**src/design/rcoft_pkg.sv**
```systemverilog
// types and constants shared by the open file table modules
package rcoft_pkg;

    localparam int TABLE_ENTRIES_DEF = 16;

    localparam int OP_W       = 2;
    localparam int NODE_W     = 16;
    localparam int LINK_W     = 8;
    localparam int STAT_W     = 3;
    localparam int IDX_OUT_W  = 4;

    localparam logic [LINK_W-1:0] LINK_MAX = '1;

    typedef enum logic [OP_W-1:0] {
        OP_OPEN  = 2'd0,
        OP_CLOSE = 2'd1,
        OP_MARK  = 2'd2
    } op_t;

    typedef enum logic [STAT_W-1:0] {
        STAT_OK         = 3'd0,
        STAT_REFUSED    = 3'd1,
        STAT_FULL       = 3'd2,
        STAT_NOT_FOUND  = 3'd3,
        STAT_COUNT_FULL = 3'd4
    } stat_t;

    typedef enum logic [1:0] {
        S_IDLE,
        S_SCAN,
        S_FLUSH,
        S_COMMIT
    } state_t;

    typedef struct packed {
        logic [NODE_W-1:0] node;
        logic [LINK_W-1:0] links;
        logic              doomed;
    } entry_t;

    typedef struct packed {
        logic start;
        logic scan;
        logic commit;
    } dp_cmd_t;

    typedef struct packed {
        logic last;
    } dp_sts_t;

endpackage

```
**src/design/rcoft_ctrl.sv**
```systemverilog
// controller state machine for the open file table
module rcoft_ctrl (
    input  logic               aclk,
    input  logic               aresetn,
    input  logic               s_valid,
    output logic               s_ready,
    output logic               m_valid,
    input  logic               m_ready,
    input  rcoft_pkg::dp_sts_t sts,
    output rcoft_pkg::dp_cmd_t cmd
);
    import rcoft_pkg::*;

    state_t state_reg;
    state_t state_next;
    logic   m_valid_reg;
    logic   m_valid_next;
    logic   out_free;

    assign out_free = !m_valid_reg || m_ready;
    assign m_valid  = m_valid_reg;

    always_ff @(posedge aclk) begin
        if (!aresetn) begin
            state_reg   <= S_IDLE;
            m_valid_reg <= 1'b0;
        end else begin
            state_reg   <= state_next;
            m_valid_reg <= m_valid_next;
        end
    end

    always_comb begin
        state_next = state_reg;
        cmd        = '0;
        s_ready    = 1'b0;
        case (state_reg)
            S_IDLE: begin
                s_ready = 1'b1;
                if (s_valid) begin
                    cmd.start  = 1'b1;
                    state_next = S_SCAN;
                end
            end
            S_SCAN: begin
                cmd.scan = 1'b1;
                if (sts.last) begin
                    state_next = S_FLUSH;
                end
            end
            S_FLUSH: begin
                state_next = S_COMMIT;
            end
            S_COMMIT: begin
                if (out_free) begin
                    cmd.commit = 1'b1;
                    state_next = S_IDLE;
                end
            end
            default: begin
                state_next = S_IDLE;
            end
        endcase
        if (cmd.commit) begin
            m_valid_next = 1'b1;
        end else if (m_ready) begin
            m_valid_next = 1'b0;
        end else begin
            m_valid_next = m_valid_reg;
        end
    end

endmodule

```
**src/design/rcoft_dp.sv**
```systemverilog
// datapath: entry table, scan pipeline, update logic and result registers
module rcoft_dp #(
    parameter int TABLE_ENTRIES = rcoft_pkg::TABLE_ENTRIES_DEF
) (
    input  logic                                aclk,
    input  logic                                aresetn,
    input  rcoft_pkg::dp_cmd_t                  cmd,
    output rcoft_pkg::dp_sts_t                  sts,
    input  logic [rcoft_pkg::OP_W-1:0]          s_operation,
    input  logic [rcoft_pkg::NODE_W-1:0]        s_file_node,
    output logic [rcoft_pkg::STAT_W-1:0]        m_status,
    output logic [rcoft_pkg::IDX_OUT_W-1:0]     m_entry_index,
    output logic [rcoft_pkg::LINK_W-1:0]        m_link_count,
    output logic                                m_deallocate,
    output logic [rcoft_pkg::NODE_W-1:0]        m_deallocate_node
);
    import rcoft_pkg::*;

    localparam int IW = $clog2(TABLE_ENTRIES);
    localparam int XW = (IW > IDX_OUT_W) ? IW : IDX_OUT_W;

    entry_t                 mem [TABLE_ENTRIES];
    logic [TABLE_ENTRIES-1:0] valid_reg;

    logic [OP_W-1:0]   op_reg;
    logic [NODE_W-1:0] node_reg;
    logic [IW-1:0]     cnt_reg;

    logic              pend_reg;
    logic              rd_vld_reg;
    logic [IW-1:0]     rd_idx_reg;
    entry_t            rd_word_reg;

    logic              match_found_reg;
    logic [IW-1:0]     match_idx_reg;
    logic [LINK_W-1:0] match_links_reg;
    logic              match_doomed_reg;
    logic              free_found_reg;
    logic [IW-1:0]     free_idx_reg;

    logic [STAT_W-1:0] m_status_reg;
    logic [IDX_OUT_W-1:0] m_entry_index_reg;
    logic [LINK_W-1:0] m_link_count_reg;
    logic              m_deallocate_reg;
    logic [NODE_W-1:0] m_deallocate_node_reg;

    logic              hit;
    logic [LINK_W-1:0] open_links;
    logic [LINK_W-1:0] close_links;

    logic              wr_en;
    logic [IW-1:0]     wr_idx;
    entry_t            wr_word;
    logic              set_valid;
    logic              clr_valid;
    stat_t             res_status;
    logic [IW-1:0]     res_idx;
    logic [XW-1:0]     res_idx_x;
    logic [LINK_W-1:0] res_links;
    logic              res_dealloc;
    logic [NODE_W-1:0] res_dnode;

    assign sts.last = (cnt_reg == IW'(TABLE_ENTRIES - 1));

    assign hit = pend_reg && rd_vld_reg && !match_found_reg
                 && (rd_word_reg.node == node_reg);

    assign open_links  = match_links_reg + LINK_W'(1);
    assign close_links = (match_links_reg != '0) ? (match_links_reg - LINK_W'(1)) : '0;
    assign res_idx_x   = XW'(res_idx);

    // control state of the scan and the valid bits
    always_ff @(posedge aclk) begin
        if (!aresetn) begin
            cnt_reg         <= '0;
            pend_reg        <= 1'b0;
            match_found_reg <= 1'b0;
            free_found_reg  <= 1'b0;
            valid_reg       <= '0;
        end else begin
            pend_reg <= cmd.scan;
            if (cmd.start) begin
                cnt_reg         <= '0;
                match_found_reg <= 1'b0;
                free_found_reg  <= 1'b0;
            end else begin
                if (cmd.scan) begin
                    cnt_reg <= cnt_reg + IW'(1);
                    if (!free_found_reg && !valid_reg[cnt_reg]) begin
                        free_found_reg <= 1'b1;
                    end
                end
                if (hit) begin
                    match_found_reg <= 1'b1;
                end
            end
            if (cmd.commit && set_valid) begin
                valid_reg[wr_idx] <= 1'b1;
            end
            if (cmd.commit && clr_valid) begin
                valid_reg[wr_idx] <= 1'b0;
            end
        end
    end

    // table memory, one read and one write port
    always_ff @(posedge aclk) begin
        if (cmd.commit && wr_en) begin
            mem[wr_idx] <= wr_word;
        end
        rd_word_reg <= mem[cnt_reg];
    end

    always_ff @(posedge aclk) begin
        if (cmd.start) begin
            op_reg   <= s_operation;
            node_reg <= s_file_node;
        end
        rd_vld_reg <= valid_reg[cnt_reg];
        rd_idx_reg <= cnt_reg;
        if (cmd.scan && !free_found_reg && !valid_reg[cnt_reg]) begin
            free_idx_reg <= cnt_reg;
        end
        if (hit && !cmd.start) begin
            match_idx_reg    <= rd_idx_reg;
            match_links_reg  <= rd_word_reg.links;
            match_doomed_reg <= rd_word_reg.doomed;
        end
        if (cmd.commit) begin
            m_status_reg          <= res_status;
            m_entry_index_reg     <= res_idx_x[IDX_OUT_W-1:0];
            m_link_count_reg      <= res_links;
            m_deallocate_reg      <= res_dealloc;
            m_deallocate_node_reg <= res_dnode;
        end
    end

    // operation decode and table update
    always_comb begin
        wr_en       = 1'b0;
        wr_idx      = match_idx_reg;
        wr_word     = '{node: node_reg, links: match_links_reg, doomed: match_doomed_reg};
        set_valid   = 1'b0;
        clr_valid   = 1'b0;
        res_status  = STAT_NOT_FOUND;
        res_idx     = '0;
        res_links   = '0;
        res_dealloc = 1'b0;
        res_dnode   = '0;
        case (op_t'(op_reg))
            OP_OPEN: begin
                if (match_found_reg) begin
                    res_idx   = match_idx_reg;
                    res_links = match_links_reg;
                    if (match_doomed_reg) begin
                        res_status = STAT_REFUSED;
                    end else if (match_links_reg == LINK_MAX) begin
                        res_status = STAT_COUNT_FULL;
                    end else begin
                        res_status    = STAT_OK;
                        res_links     = open_links;
                        wr_en         = 1'b1;
                        wr_word.links = open_links;
                    end
                end else if (free_found_reg) begin
                    res_status = STAT_OK;
                    res_idx    = free_idx_reg;
                    res_links  = LINK_W'(1);
                    wr_en      = 1'b1;
                    wr_idx     = free_idx_reg;
                    wr_word    = '{node: node_reg, links: LINK_W'(1), doomed: 1'b0};
                    set_valid  = 1'b1;
                end else begin
                    res_status = STAT_FULL;
                end
            end
            OP_CLOSE: begin
                if (match_found_reg) begin
                    res_status = STAT_OK;
                    res_idx    = match_idx_reg;
                    res_links  = close_links;
                    if (close_links == '0) begin
                        clr_valid   = 1'b1;
                        res_dealloc = match_doomed_reg;
                        res_dnode   = match_doomed_reg ? node_reg : '0;
                    end else begin
                        wr_en         = 1'b1;
                        wr_word.links = close_links;
                    end
                end
            end
            OP_MARK: begin
                if (match_found_reg) begin
                    res_status     = STAT_OK;
                    res_idx        = match_idx_reg;
                    res_links      = match_links_reg;
                    wr_en          = 1'b1;
                    wr_word.doomed = 1'b1;
                end
            end
            default: begin
                res_status = STAT_NOT_FOUND;
            end
        endcase
    end

    assign m_status          = m_status_reg;
    assign m_entry_index     = m_entry_index_reg;
    assign m_link_count      = m_link_count_reg;
    assign m_deallocate      = m_deallocate_reg;
    assign m_deallocate_node = m_deallocate_node_reg;

endmodule

```
**src/design/refcounted_open_file_table.sv**
```systemverilog
// Reference-counted open file table. One operation (open, close, mark for
// removal) is taken per transfer on the s_ channel and gives one result on the
// m_ channel. Each operation scans the table one entry per cycle through one
// read port of the entry memory; the result is loaded after the scan and a
// flush state, and a new operation is taken in the cycle after the result is
// loaded. The result register lets the next operation start while the previous
// result waits for m_ready; that operation then holds its result until the
// register is free. The table is empty after reset; no clearing pass is
// needed.
module refcounted_open_file_table #(
    parameter int TABLE_ENTRIES = rcoft_pkg::TABLE_ENTRIES_DEF
) (
    input  logic                                aclk,
    input  logic                                aresetn,
    input  logic                                s_valid,
    output logic                                s_ready,
    input  logic [rcoft_pkg::OP_W-1:0]          s_operation,
    input  logic [rcoft_pkg::NODE_W-1:0]        s_file_node,
    output logic                                m_valid,
    input  logic                                m_ready,
    output logic [rcoft_pkg::STAT_W-1:0]        m_status,
    output logic [rcoft_pkg::IDX_OUT_W-1:0]     m_entry_index,
    output logic [rcoft_pkg::LINK_W-1:0]        m_link_count,
    output logic                                m_deallocate,
    output logic [rcoft_pkg::NODE_W-1:0]        m_deallocate_node
);
    import rcoft_pkg::*;

    dp_cmd_t cmd;
    dp_sts_t sts;

    rcoft_ctrl u_ctrl (
        .aclk    (aclk),
        .aresetn (aresetn),
        .s_valid (s_valid),
        .s_ready (s_ready),
        .m_valid (m_valid),
        .m_ready (m_ready),
        .sts     (sts),
        .cmd     (cmd)
    );

    rcoft_dp #(
        .TABLE_ENTRIES (TABLE_ENTRIES)
    ) u_dp (
        .aclk              (aclk),
        .aresetn           (aresetn),
        .cmd               (cmd),
        .sts               (sts),
        .s_operation       (s_operation),
        .s_file_node       (s_file_node),
        .m_status          (m_status),
        .m_entry_index     (m_entry_index),
        .m_link_count      (m_link_count),
        .m_deallocate      (m_deallocate),
        .m_deallocate_node (m_deallocate_node)
    );

endmodule

```
**config.mk**
```make
export PLATFORM = sky130hd
export DESIGN_NAME = refcounted_open_file_table
export DESIGN_NICKNAME = d
export VERILOG_FILES = /design/src/design/rcoft_pkg.sv /design/src/design/rcoft_ctrl.sv /design/src/design/rcoft_dp.sv /design/src/design/refcounted_open_file_table.sv
export SDC_FILE = /design/constraint.sdc
export NUM_CORES = 1
export LEC_CHECK = 0
export BUFFER_PORTS_ARGS = -buffer_cell sky130_fd_sc_hd__buf_2
export CORE_ASPECT_RATIO = 0.75
export CORE_MARGIN = 5
export CORE_UTILIZATION = 40
export DETAILED_ROUTE_END_ITERATION = 8
export MAX_ROUTING_LAYER = met4
export PLACE_DENSITY = 0.56
export SYNTH_ARGS = -nofsm -noshare
export SYNTH_HDL_FRONTEND = slang
export SYNTH_SLANG_ARGS = --single-unit
```
**constraint.sdc**
```tcl
create_clock -name aclk -period 4.95 [get_ports aclk]
set_clock_uncertainty 0.15 [all_clocks]
set_input_delay 1.2375 -clock aclk [delete_from_list [all_inputs] [get_ports aclk]]
set_output_delay 1.2375 -clock aclk [all_outputs]
set_load 0.01 [all_outputs]
```
==> Word-level counts from Yosys, hierarchy flattened <==
Memory sizes are Yosys's and may differ from the RTL's. A register that Yosys moved wholly into a read port is not among the register bits.
Index checks and enable logic that the tools add are counted.
{ "totals": {"register_bits": 98, "latchBits": 0, "ram_bits": 400, "romBits": 0, "in_bits": 22, "out_inout_bits": 34, "elab_cells": 133, "n_memories": 1} }
{ "op_classes": {"add_sub_neg": 3, "n_mul": 0, "div": 0, "magnitude_cmp": 3, "eq_ne": 11, "shift": 0, "muxes": 63, "n_bitwise": 4, "reduce_logical": 28} }
{ "memory_table": {"columns": ["name", "words", "width", "rd", "rd_clocked_by_memory_dff", "write_ports", "line", "rtl"], "rows": [
  ["u_dp.mem", 16, 25, 1, 1, 1, "rcoft_dp.sv:22", "entry_t mem [TABLE_ENTRIES];"]
]} }
{ "op_table": {"columns": ["operator", "count"], "rows": [
  ["two-way mux 8 bit", 9],
  ["two-way mux 16 bit", 3],
  ["two-way mux 1 bit", 27],
  ["two-way mux 4 bit", 6],
  ["case mux 8 bit (3 select lines)", 1],
  ["bitwise AND 16 bit", 1],
  ["equality test 16 bit", 1],
  ["NOT 16 bit", 1],
  ["bitwise OR 16 bit", 1],
  ["case mux 8 bit (2 select lines)", 1],
  ["logical AND 1 bit", 11],
  ["< comparator 4 x 5 -> 1 bit (second input constant)", 2],
  ["two-way mux 2 bit", 5],
  ["two-way mux 3 bit", 3],
  ["two-way mux 9 bit", 1],
  ["adder 8 x 1 -> 8 bit (second input constant)", 1],
  ["equality test 8 bit (second input constant)", 1],
  ["logical NOT 8 bit", 1],
  ["case mux 2 bit (4 select lines)", 1],
  ["case mux 4 bit (2 select lines)", 1],
  ["nonzero test 8 bit", 1],
  ["subtractor 8 x 1 -> 8 bit (second input constant)", 1],
  ["equality test 2 bit (second input constant)", 3],
  ["case mux 3 bit (2 select lines)", 1],
  ["19 further kinds", 28]
]} }

==> Logic depth before layout (Yosys ltp) <==
{ "logic_depth": {"depth_word": 12, "mapped_depth": 11, "mapped_depth_nobuf": 7} }

==> Modules after synthesis <==
Synthesis repeated with hierarchy kept, for this count alone.
{ "hier_totals": {"cells_unflattened": 1040, "hier_area_um2": 20389.6} }
{ "modules_own_cells": {"columns": ["module", "n_inst", "cells_per_inst", "area_each_um2", "seq_area_each_um2"], "rows": [
  ["rcoft_dp", 1, 1017, 20174.3, 15084.5],
  ["rcoft_ctrl", 1, 23, 215.2, 60.1]
]} }

==> Worst setup path after synthesis <==
OpenSTA, ideal clock, no wires.
{ "synth_path": {"path_type": "flip-flop to flip-flop", "from": "reg u_dp.match_links_reg[0]", "to": "mem u_dp.mem[9][0] (netlist bit) (enable)", "setup_ns": 0.431, "arrival_time_ns": 3.791, "t_required_ns": 4.369, "slack_ns": 0.578, "stages_incl_launch_ff": 11, "path_buffers": 3, "synth_period_minus_slack_ns": 4.372, "cell_sequence": "edfxtp_1 buf_6 clkbuf_1 inv_1 ha_1 clkbuf_1 o211a_1 o21a_1 nor4_1 nor3_4 a2111oi_2"} }
{ "synth_between": {"elab_chain_len": 9, "word_cells_on_any_way": 14, "cone_classes": "1 x add/sub; 1 x eq/ne; 9 x mux; 3 x reduce/logical"} }
{ "synth_lines": {"columns": ["element", "line", "rtl"], "rows": [
  ["start: declaration", "rcoft_dp.sv:36", "logic [LINK_W-1:0] match_links_reg;"],
  ["start signal: assignment", "rcoft_dp.sv:126", "match_links_reg <= rd_word_reg.links;"],
  ["subtractor 8 x 1 -> 8 bit / nonzero test 8 bit (equally long branches)", "rcoft_dp.sv:69", "assign close_links = (match_links_reg != '0) ? (match_links_reg - LINK_W'(1)) : '0;"],
  ["two-way mux 8 bit", "rcoft_dp.sv:69", null],
  ["logical NOT 8 bit", "rcoft_dp.sv:182", "if (close_links == '0) begin"],
  ["two-way mux 1 bit", "rcoft_dp.sv:182", null],
  ["two-way mux 1 bit", "rcoft_dp.sv:178", "if (match_found_reg) begin"],
  ["case mux 1 bit (3 select lines) (*)", "rcoft_dp.sv:150", "case (op_t'(op_reg))"],
  ["logical AND 1 bit (*)", "rcoft_dp.sv:108", "if (cmd.commit && wr_en) begin"],
  ["two-way mux 1 bit (*)", "rcoft_dp.sv:108", null],
  ["two-way mux 1 bit (not written as such) (*)", "rcoft_dp.sv:109", "mem[wr_idx] <= wr_word;"],
  ["end: declaration", "rcoft_dp.sv:22", null]
]} }
Every way passes the cells marked *; elsewhere a longest branch is shown, timed or not.

==> impl_metrics.py <==
metrics = {
    "status": {
        "status": "finished clean",
    },
    "synthesis": {
        "ys_warn_count": 0,
        "synth-adder-area-share_pct": 0.731,
        "syn_inst": 1070,
        "syn-cell-area_sq_um": 20500,
        "syn_nets": 1104,
        "synthMuxAreaShare_pct": 14.8,
        "synth-edff-count": 467,
        "syn_avg_cell_area_sq_um": 19.2,
        "synthSimpleGateAreaFrac_pct": 4.70,
        "ys.flop_type": "edfxtp_1",
        "synth_xor_xnor_area_share_pct": 0.895,
        "synth_compound_area_share_pct": 3.62,
        "synth_top_family_by_area": "multiplexers",
        "ys_ff_latch": 523,
        "synth-async-reset-ratio_pct": 0,
        "synth-seq-area-share_pct": 73.7,
        "yosysUniqueCellTypes": 64,
    },
    "place": {
        "place_congestion": 0.833,
        "port_buffers": 55,
        "hpwl_um": 28500,
    },
    "floorplan": {
        "fp.dieW_um": 272,
        "die-area_sq_um": 56000,
        "start_util_pct": 40.7,
        "core_area_sq_um": 50500,
        "ios": 56,
        "die_h_um": 206,
        "rows": 71,
    },
    "job": {
        "max_cap_viol_count": 0,
    },
    "timing": {
        "max_freq_ghz": 0.255,
        "period_share_pct": 79.3,
        "finalHoldViolations": 0,
        "tns_ns": 0,
        "rsz0062_at_grt": "no",
        "worst_slew_pin_slew_ns": 1.03,
        "finalCriticalPeriod_ns": 3.93,
        "slew_headroom_pct": 29.6,
        "setup_viol": 0,
        "drv_slew": 0,
    },
    "routing": {
        "ant_nets": 0,
        "vias": 10300,
        "wirelength_um": 47300,
        "drt-vias-per-instance": 5.50,
        "drt_pass1_iterations": 5,
        "wl_per_cell_um": 25.4,
        "drtIter0Drc": 974,
        "post-route-drc-count": 0,
    },
    "cells_and_area": {
        "mostFrequentLayoutCells": "467 x edfxtp_1, 129 x mux4_2, 55 x buf_2",
        "num_antenna_cells": 0,
        "layout-drive-gt1-share_pct": 27.9,
        "final_common_cell": "edfxtp_1",
        "largest_reg_flops": 400,
        "fin_nets": 1198,
        "areaGrowthSynthToFinish_pct": 15.0,
        "utilization_pct": 46.8,
    },
    "clock_network": {
        "root_buffer": "clkbuf_16",
        "cts_tree": "done",
        "cts_resized": 0,
        "cts_setup_buffers": 0,
        "clock_sinks": 523,
        "path_clk_slew_ns": 0.06,
        "clk_latency_ns": 0.59,
        "clockBufferDepth": 3,
        "cts_hold_buf": 0,
        "h-tree-depth": 2,
        "cts-buffers-inserted": 51,
    },
    "global_routing": {
        "grt_use_total_pct": 17.6,
        "grt_pass1_wl_um": 71100,
        "grt_max_degree": 83,
        "antenna_found_initial": 0,
        "grt_pass1_vias": 10600,
        "gr-total-overflow": 0,
    },
    "worst_setup_path": {
        "startpoint_type": "register",
        "cp.required_ns": 5.08,
        "path_max_fanout": 16,
        "cp-end-kind": "register",
        "path_class": "register to register",
        "arrival_ns": 4.05,
    },
    "power_and_ir_drop": {
        "power_density_nw_per_um2": 447,
        "peakVddDrop_v": 0.000252,
        "p_leak_nw": 7.45,
        "p_total_mw": 10.6,
    },
    "min_path": {
        "min_path_type": "register to register",
    },
}
==> cell usage after synthesis, types with 5 or more instances <==
| library cell | instances | share of area, % |
|---|---|---|
| buf_2 | 11 | 0.27 |
| and2_1 | 20 | 0.61 |
| nand4_1 | 7 | 0.21 |
| clkbuf_1 | 31 | 0.57 |
| o21ai_0 | 27 | 0.66 |
| edfxtp_1 | 467 | 68 |
| dfxtp_1 | 56 | 5.5 |
| a21oi_1 | 46 | 1.1 |
| buf_1 | 10 | 0.18 |
| nand3_1 | 7 | 0.17 |
| nor3_1 | 21 | 0.51 |
| ha_1 | 12 | 0.73 |
| mux4_2 | 129 | 14 |
| inv_1 | 18 | 0.33 |
| mux2i_1 | 10 | 0.49 |
| nor2b_1 | 12 | 0.37 |
| nor2_1 | 50 | 0.91 |
| nand2_1 | 38 | 0.69 |
| a22oi_1 | 5 | 0.18 |
| xnor2_1 | 17 | 0.72 |
==> kinds of logic after synthesis <==
| kind of cell | after synthesis |
|---|---|
| muxes | 142 |
| adders and majority gates | 12 |
| buffers and inverters | 74 |
| xor gates and xnor gates | 21 |
| AOI/OAI and AO/OA | 115 |
| DFF | 523 |
| and+or+nand+nor | 183 |
==> layout make-up <==
class / instances / area [sq um]
Tap cell: 657 / 822
Timing Repair Buffer: 97 / 641
Clock inverter: 32 / 325
Multi-Input combinational cell: 473 / 5270
Clock buffer: 64 / 1350
Sequential cell: 523 / 15200
Inverter: 18 / 67.6
Fill cell: 4249 / 26800
==> critical path, cell delays in order (launching register included) <==
cell and delay, ns:
edfxtp_1 0.57, inv_1 0.17, ha_1 0.18, nor3b_1 0.51, a21o_1 0.36, nor2_1 0.14
nor3_4 0.73, a311o_1 0.78
==> power by group <==
group / total (mW) / switching (mW) / internal [mW] / leakage, nW
logic: 1.31 / 0.703 / 0.608 / 1.94
clock network: 3.90 / 1.65 / 2.25 / 0.816
registers: 5.34 / 0.226 / 5.12 / 4.70
total: 10.6 / 2.58 / 7.97 / 7.45
==> through the flow <==
step	setup slack, ns	instances	hold WS, ns	instance area [sq um]
global route	0.764	1864	0.258	23600
floorplan	0.578	1070	0.213	20500
detailed placement	1.07	1768	0.239	22000
CTS	1.02	1864	0.252	23600
global placement	1.16	1768	0.246	22000
finish	1.02	1864	0.252	23600
==> routing by layer <==
| metal | global-route usage, % | part of all wire [%] | vias up |
|---|---|---|---|
| met4 | 3.82 | 1.6 | 0 |
| met1 | 26.9 | 49 | 5417 |
| met2 | 24.8 | 43 | 256 |
| met5 | - | 0 | - |
| li1 | - | - | 4527 |
| met3 | 3.37 | 5.8 | 55 |
==> final timing paths <==
path | from | slack [ns] | endpoint | cells after the start
min reg2reg | u_dp.rd_idx_reg[1] | 0.25 | u_dp.match_idx_reg[1] | 0
min | u_dp.rd_idx_reg[1] | 0.25 | u_dp.match_idx_reg[1] | 0
max | u_dp.match_links_reg[1] | 1.02 | u_dp.mem[1][4] | 7
max reg2reg | u_dp.match_links_reg[1] | 1.02 | u_dp.mem[1][4] | 7
Power figures use the tool's default switching activity.
